`src/hw/rtl/ipr_pkg.sv`:
```
// ----------------------------------------------------------------------------
// ipr_pkg
// Shared constants, codes and types of the integer pixel replication upscaler.
// ----------------------------------------------------------------------------
`default_nettype none

package ipr_pkg;

	localparam int MAX_WIDTH  = 2048;
	localparam int MAX_SCALE  = 100;

	localparam int ADDR_W     = $clog2(MAX_WIDTH);
	localparam int WIDTH_W    = ADDR_W + 1;
	localparam int SCALE_W    = 7;
	localparam int COLOR_W    = 8;
	localparam int PAD_W      = 2;
	localparam int CFG_IDX_W  = 2;
	localparam int CFG_DATA_W = 12;

	localparam logic [CFG_IDX_W-1:0] CFG_SCALE = CFG_IDX_W'(0);
	localparam logic [CFG_IDX_W-1:0] CFG_WIDTH = CFG_IDX_W'(1);

	localparam logic OP_STORE = 1'b0;
	localparam logic OP_PULL  = 1'b1;

	typedef struct packed {
		logic [COLOR_W-1:0] red;
		logic [COLOR_W-1:0] green;
		logic [COLOR_W-1:0] blue;
	} pixel_t;

	typedef struct packed {
		logic              wr_en;
		logic [ADDR_W-1:0] wr_addr;
		logic              rd_en;
		logic [ADDR_W-1:0] rd_addr;
		logic              row_end;
		logic              group_end;
		logic [PAD_W-1:0]  pad;
	} ctrl_t;

endpackage

`default_nettype wire

```
`src/hw/rtl/ipr_ctrl.sv`:
```
// ----------------------------------------------------------------------------
// ipr_ctrl
// Configuration registers, line fill and replay counters, and the per-item
// store and pull decisions with the row and group end flags.
// ----------------------------------------------------------------------------
`default_nettype none

module ipr_ctrl (
	input  wire logic                            clk,
	input  wire logic                            arst_n,
	input  wire logic                            accept,
	input  wire logic                            op,
	input  wire logic                            cfg_we,
	input  wire logic [ipr_pkg::CFG_IDX_W-1:0]   cfg_index,
	input  wire logic [ipr_pkg::CFG_DATA_W-1:0]  cfg_data,
	output ipr_pkg::ctrl_t                       ctrl
);

	logic [ipr_pkg::SCALE_W-1:0] scale_q;
	logic [ipr_pkg::WIDTH_W-1:0] width_q;
	logic [ipr_pkg::ADDR_W-1:0]  wr_col_q;
	logic [ipr_pkg::ADDR_W-1:0]  rd_col_q;
	logic [ipr_pkg::SCALE_W-1:0] h_rep_q;
	logic [ipr_pkg::SCALE_W-1:0] v_rep_q;
	logic                        ready_q;

	logic [ipr_pkg::SCALE_W-1:0] scale_in;
	logic [ipr_pkg::WIDTH_W-1:0] width_in;
	logic [ipr_pkg::WIDTH_W-1:0] wr_col_inc;
	logic [ipr_pkg::WIDTH_W-1:0] rd_col_inc;
	logic [ipr_pkg::SCALE_W:0]   h_rep_inc;
	logic [ipr_pkg::SCALE_W:0]   v_rep_inc;
	logic                        wr_last;
	logic                        col_last;
	logic                        h_last;
	logic                        v_last;
	logic                        do_store;
	logic                        do_pull;
	logic [3:0]                  pad_prod;

	always_comb begin
		scale_in = cfg_data[ipr_pkg::SCALE_W-1:0];
		if (scale_in == '0) begin
			scale_in = ipr_pkg::SCALE_W'(1);
		end else if (scale_in > ipr_pkg::SCALE_W'(ipr_pkg::MAX_SCALE)) begin
			scale_in = ipr_pkg::SCALE_W'(ipr_pkg::MAX_SCALE);
		end
		width_in = cfg_data[ipr_pkg::WIDTH_W-1:0];
		if (width_in == '0) begin
			width_in = ipr_pkg::WIDTH_W'(1);
		end else if (width_in > ipr_pkg::WIDTH_W'(ipr_pkg::MAX_WIDTH)) begin
			width_in = ipr_pkg::WIDTH_W'(ipr_pkg::MAX_WIDTH);
		end
	end

	assign wr_col_inc = ipr_pkg::WIDTH_W'({1'b0, wr_col_q}) + ipr_pkg::WIDTH_W'(1);
	assign rd_col_inc = ipr_pkg::WIDTH_W'({1'b0, rd_col_q}) + ipr_pkg::WIDTH_W'(1);
	assign h_rep_inc  = {1'b0, h_rep_q} + (ipr_pkg::SCALE_W+1)'(1);
	assign v_rep_inc  = {1'b0, v_rep_q} + (ipr_pkg::SCALE_W+1)'(1);

	assign wr_last  = wr_col_inc >= width_q;
	assign col_last = rd_col_inc >= width_q;
	assign h_last   = h_rep_inc >= {1'b0, scale_q};
	assign v_last   = v_rep_inc >= {1'b0, scale_q};

	assign do_store = accept && (op == ipr_pkg::OP_STORE) && !ready_q;
	assign do_pull  = accept && (op == ipr_pkg::OP_PULL) && ready_q;

	// The pad count (4 - 3*w*n mod 4) mod 4 equals w*n mod 4.
	assign pad_prod = {2'b00, width_q[1:0]} * {2'b00, scale_q[1:0]};

	always_comb begin
		ctrl.wr_en     = do_store;
		ctrl.wr_addr   = wr_col_q;
		ctrl.rd_en     = do_pull;
		ctrl.rd_addr   = rd_col_q;
		ctrl.row_end   = col_last && h_last;
		ctrl.group_end = col_last && h_last && v_last;
		ctrl.pad       = (col_last && h_last) ? pad_prod[ipr_pkg::PAD_W-1:0] : '0;
	end

	always_ff @(posedge clk or negedge arst_n) begin
		if (!arst_n) begin
			scale_q  <= ipr_pkg::SCALE_W'(1);
			width_q  <= ipr_pkg::WIDTH_W'(1);
			wr_col_q <= '0;
			rd_col_q <= '0;
			h_rep_q  <= '0;
			v_rep_q  <= '0;
			ready_q  <= 1'b0;
		end else if (cfg_we) begin
			// A write to the scale or width register abandons the line in progress.
			if (cfg_index == ipr_pkg::CFG_SCALE) begin
				scale_q <= scale_in;
			end
			if (cfg_index == ipr_pkg::CFG_WIDTH) begin
				width_q <= width_in;
			end
			if (cfg_index == ipr_pkg::CFG_SCALE || cfg_index == ipr_pkg::CFG_WIDTH) begin
				wr_col_q <= '0;
				rd_col_q <= '0;
				h_rep_q  <= '0;
				v_rep_q  <= '0;
				ready_q  <= 1'b0;
			end
		end else if (do_store) begin
			if (wr_last) begin
				wr_col_q <= '0;
				ready_q  <= 1'b1;
				rd_col_q <= '0;
				h_rep_q  <= '0;
				v_rep_q  <= '0;
			end else begin
				wr_col_q <= wr_col_inc[ipr_pkg::ADDR_W-1:0];
			end
		end else if (do_pull) begin
			if (h_last) begin
				h_rep_q <= '0;
				if (col_last) begin
					rd_col_q <= '0;
					if (v_last) begin
						v_rep_q <= '0;
						ready_q <= 1'b0;
					end else begin
						v_rep_q <= v_rep_inc[ipr_pkg::SCALE_W-1:0];
					end
				end else begin
					rd_col_q <= rd_col_inc[ipr_pkg::ADDR_W-1:0];
				end
			end else begin
				h_rep_q <= h_rep_inc[ipr_pkg::SCALE_W-1:0];
			end
		end
	end

endmodule

`default_nettype wire

```
`config.mk`:
```
export PLATFORM = sky130hd
export DESIGN_NAME = ipr_ctrl
export DESIGN_NICKNAME = d
export VERILOG_FILES = /design/src/hw/rtl/ipr_pkg.sv /design/src/hw/rtl/ipr_ctrl.sv
export SDC_FILE = /design/constraint.sdc
export NUM_CORES = 1
export LEC_CHECK = 0
export BUFFER_PORTS_ARGS = -buffer_cell sky130_fd_sc_hd__buf_2
export CELL_PAD_IN_SITES_DETAIL_PLACEMENT = 1
export CELL_PAD_IN_SITES_GLOBAL_PLACEMENT = 1
export CORE_UTILIZATION = 41
export DETAILED_ROUTE_END_ITERATION = 8
export PLACE_DENSITY_LB_ADDON = 0.05
export SLEW_MARGIN = 10
export SYNTH_ARGS = -nofsm -noshare
export SYNTH_HDL_FRONTEND = slang
export SYNTH_SLANG_ARGS = --single-unit
```
`constraint.sdc`:
```
create_clock -name clk -period 3.41 [get_ports clk]
set_clock_uncertainty 0.15 [all_clocks]
set_input_delay 0.341 -clock clk [delete_from_list [all_inputs] [get_ports clk]]
set_output_delay 0.341 -clock clk [all_outputs]
set_load 0.1 [all_outputs]
```
==> flow_metrics.tcl <==
set metrics [dict create \
    wl_mm 10.79 \
    seqCellArea_sq_um 1446 \
    n_fill_cell 1091 \
    yosys.area.top_type "dfrtp_1" \
    syn_nets 488 \
    diodes 0 \
    status "complete, no violations" \
    cts_buffers 5 \
    antenna_left 0 \
    synth_area_sq_um 3938 \
    tightest_slew_ns 0.8927 \
    path_max_fanout 5 \
    synthArstFlopShare 1.000 \
    rsz0062_at_grt "yes" \
    drtIter0Drc 137 \
    finalHoldViolCount 0 \
    critical_path.top_delay_family "simple AND/OR/NAND/NOR gates" \
    ir_drop_mv 0.2097 \
    dp_hpwl_mm 8.305 \
    fp.dieH_microns 100 \
    htreeDepth 2 \
    sw_frac_of_total 0.4310 \
    p_leak_nw 2.271 \
    path_clk_slew_ns 0.11 \
    vias_per_cell 5.445 \
    synth_top_area_frac 0.3432 \
    ys.flop_type "dfrtp_1" \
    dp_worst_setup_slack_ns 0.2259 \
    path_cells "ha_4 -> nand3_4 -> nor2_4 -> nand3_2 -> xnor2_2 -> ha_1 -> and4_1 -> nor4b_4 -> nand2_2 -> a21oi_4 -> and3_4 -> buf_12" \
    ys_seq_elements 56 \
    cp.arrival_ns 2.88 \
    yosysUniqueCellTypes 59 \
    relSlewSlack 0.4026 \
    syn_avg_cell_area_sq_um 9.221 \
    synth-edff-count 0 \
    power_density_nw_per_um2 505.9 \
    place.gp.congestion 0.8022 \
    timing.final.crit_share 0.9872 \
    synth_area_leaders "dfrtp_1, ha_1, xnor2_1, o21ai_0, nand3_1" \
    yosysSeqAreaShare 0.3565 \
    final_cell_mix "buf_2, ha_1, inv_1, dfrtp_1, nand2_1" \
    overflow 0 \
    ioPinCount 47 \
    clockBufferDepth 2 \
    crit_required_ns 2.92 \
    fin_util 0.5182 \
    setup_viol 0 \
    drtPass1Iterations 4 \
    portBuffers 46 \
    p_int_mw 1.385 \
    fmax_ghz 0.2971 \
    maxCapViolCount 0 \
    critPathSlowestCell "dfrtp_4" \
    wl_per_cell_microns 17.27 \
    end_kind "primary output" \
    critPathLaunchType "register" \
    path_buf_inv 1 \
    dieArea_sq_um 10000 \
    clockRootBuffer "clkbuf_8" \
    critPathKind "reg -> out" \
    ys_warn_count 0 \
    std_cell_rows 35 \
    start_util 0.4241 \
    die_x_microns 100 \
    clkPwrFrac 0.188 \
    power_switching_mw 1.049 \
    grt_max_degree 31 \
    nNetsFinal 556 \
    clk_latency_ns 0.32 \
    antenna_found_initial 0 \
    fin_crit_ns 3.366 \
    multiInputGateArea_sq_um 2480 \
    slew_viol_final 0 \
    crit_path_max_incr_delay_ns 0.46 \
    core-area_sq_um 9284 \
    grt_use_total 0.2279 \
    cts_tree "built" \
    via_count 3403 \
    drcViolationCount 0 \
    layout_commonest_cell "buf_2" \
    clock_sinks 56 \
    seq_power_share 0.373 \
    final_layout_size_suffix_gt1_frac 0.2722 \
    area_growth_pct 22.18 \
    grt_pass1_vias 3531 \
    grt_pass1_wl_mm 17.77 \
    fin_ws_ns 0.04373 \
    synthCells 427 \
    power_frac_comb 0.439 \
    hp-class "in -> reg" \
]
-- logic make-up (layout without fill, tap and decap cells) --
| logic type | count (synthesis) | after routing | synth area share |
|---|---|---|---|
| flip-flops | 56 | 56 | 0.3565 |
| AO/OA/AOI/OAI | 97 | 97 | 0.1703 |
| adder cells (fa/ha/maj) | 42 | 42 | 0.1335 |
| multiplexers | 11 | 11 | 0.02923 |
| XOR/XNOR | 29 | 29 | 0.06451 |
| buffers and inverters | 46 | 115 | 0.04861 |
| AND/OR/NAND/NOR | 146 | 146 | 0.1973 |
-- per-stage QoR --
stage / cells / TNS [ns] / power [mW] / hold WS (ns) / instance area (sq um)
finish: 625 / 0 / 2.434 / 0.1344 / 4811
global route: 625 / -0.3131 / 2.615 / 0.1278 / 4811
CTS: 620 / -0.008385 / 2.441 / 0.1307 / 4731
detailed placement: 605 / 0 / 1.960 / 0.2373 / 4552
global placement: 605 / 0 / 1.909 / 0.2291 / 4552
floorplan: 427 / -1.215 / 1.663 / -0.1046 / 4059
-- worst reg2reg max path: cells and delay by family (launching register included) --
kind / cells / cell delay, ns
flops: 1 / 0.46
fa+ha+maj: 2 / 0.43
xor+xnor: 1 / 0.25
compound gates: 3 / 0.59
simple gates: 5 / 0.69
buf+inv: 3 / 0.50
-- layout make-up --
| cell class | instances | area share |
|---|---|---|
| multi-input cells | 325 | 0.5155 |
| flip-flops and latches | 56 | 0.3007 |
| repair buffers | 71 | 0.09987 |
| well taps | 129 | 0.03355 |
| inverters | 36 | 0.02809 |
| clock buffers | 6 | 0.01508 |
| clock inverters | 2 | 0.007282 |
-- layer usage --
metal  part of all wire  global-route usage  routed length, microns
met3              0.027             0.02925                     295
met2               0.50              0.3995                    5373
met4             0.0064             0.03344                      69
met1               0.47              0.3075                    5055
met5                  0                   0                       0
-- repair_timing --
item,4_1_cts,5_1_grt
hold endpoints to repair,54,0
buffers inserted,6,5
setup endpoints to repair,3,19
hold buffers,1,0
pin swaps,10,5
gates cloned,0,0
gates resized for setup,3,9
-- Yosys cell counts, drive strengths merged, types with 3 or more instances --
cell type / instances
nor2: 22
mux2i: 7
o21ai: 32
xor2: 9
a22o: 14
dfrtp: 54
xnor2: 20
or2: 4
clkbuf: 5
a21oi: 17
o211ai: 4
and2: 4
nand3: 31
inv: 36
a31o: 3
buf: 5
and3: 9
ha: 42
mux2: 4
nand2: 35
nor3: 6
nor3b: 5
nand4: 3
o2bb2ai: 3
and4: 3
a21o: 3
nand4b: 7
nand2b: 9
-- sequential cells by signal, indices dropped and copies added (netlist names) --
signal,flops
scale_q,7
wr_col_q,11
ready_q,1
h_rep_q,7
rd_col_q,11
width_q,12
v_rep_q,7
-- power by group through the flow --
| stage | clock (mW) | sequential [mW] | combinational (mW) |
|---|---|---|---|
| finish | 0.458 | 0.907 | 1.07 |
| global route | 0.496 | 0.928 | 1.19 |
| CTS | 0.476 | 0.913 | 1.05 |
| detailed placement | 0 | 0.931 | 1.03 |
| global placement | 0 | 0.921 | 0.987 |
| floorplan | 0 | 1.07 | 0.593 |
-- path summary, 6_finish.rpt --
kind	startpoint	end	slack, ns	cells past startpoint
worst max-delay path	rd_col_q[1]	ctrl[0]	0.04	12
worst min-delay path	cfg_data[9]	width_q[9]	0.13	3
worst max register to register	rd_col_q[1]	rd_col_q[2]	0.27	14
worst min register to register	width_q[9]	width_q[9]	0.35	2
max in group asynchronous	arst_n	width_q[0]	2.35	3
min in group asynchronous	arst_n	wr_col_q[6]	0.40	3
Note: power is estimated with default switching activity, not from simulation.
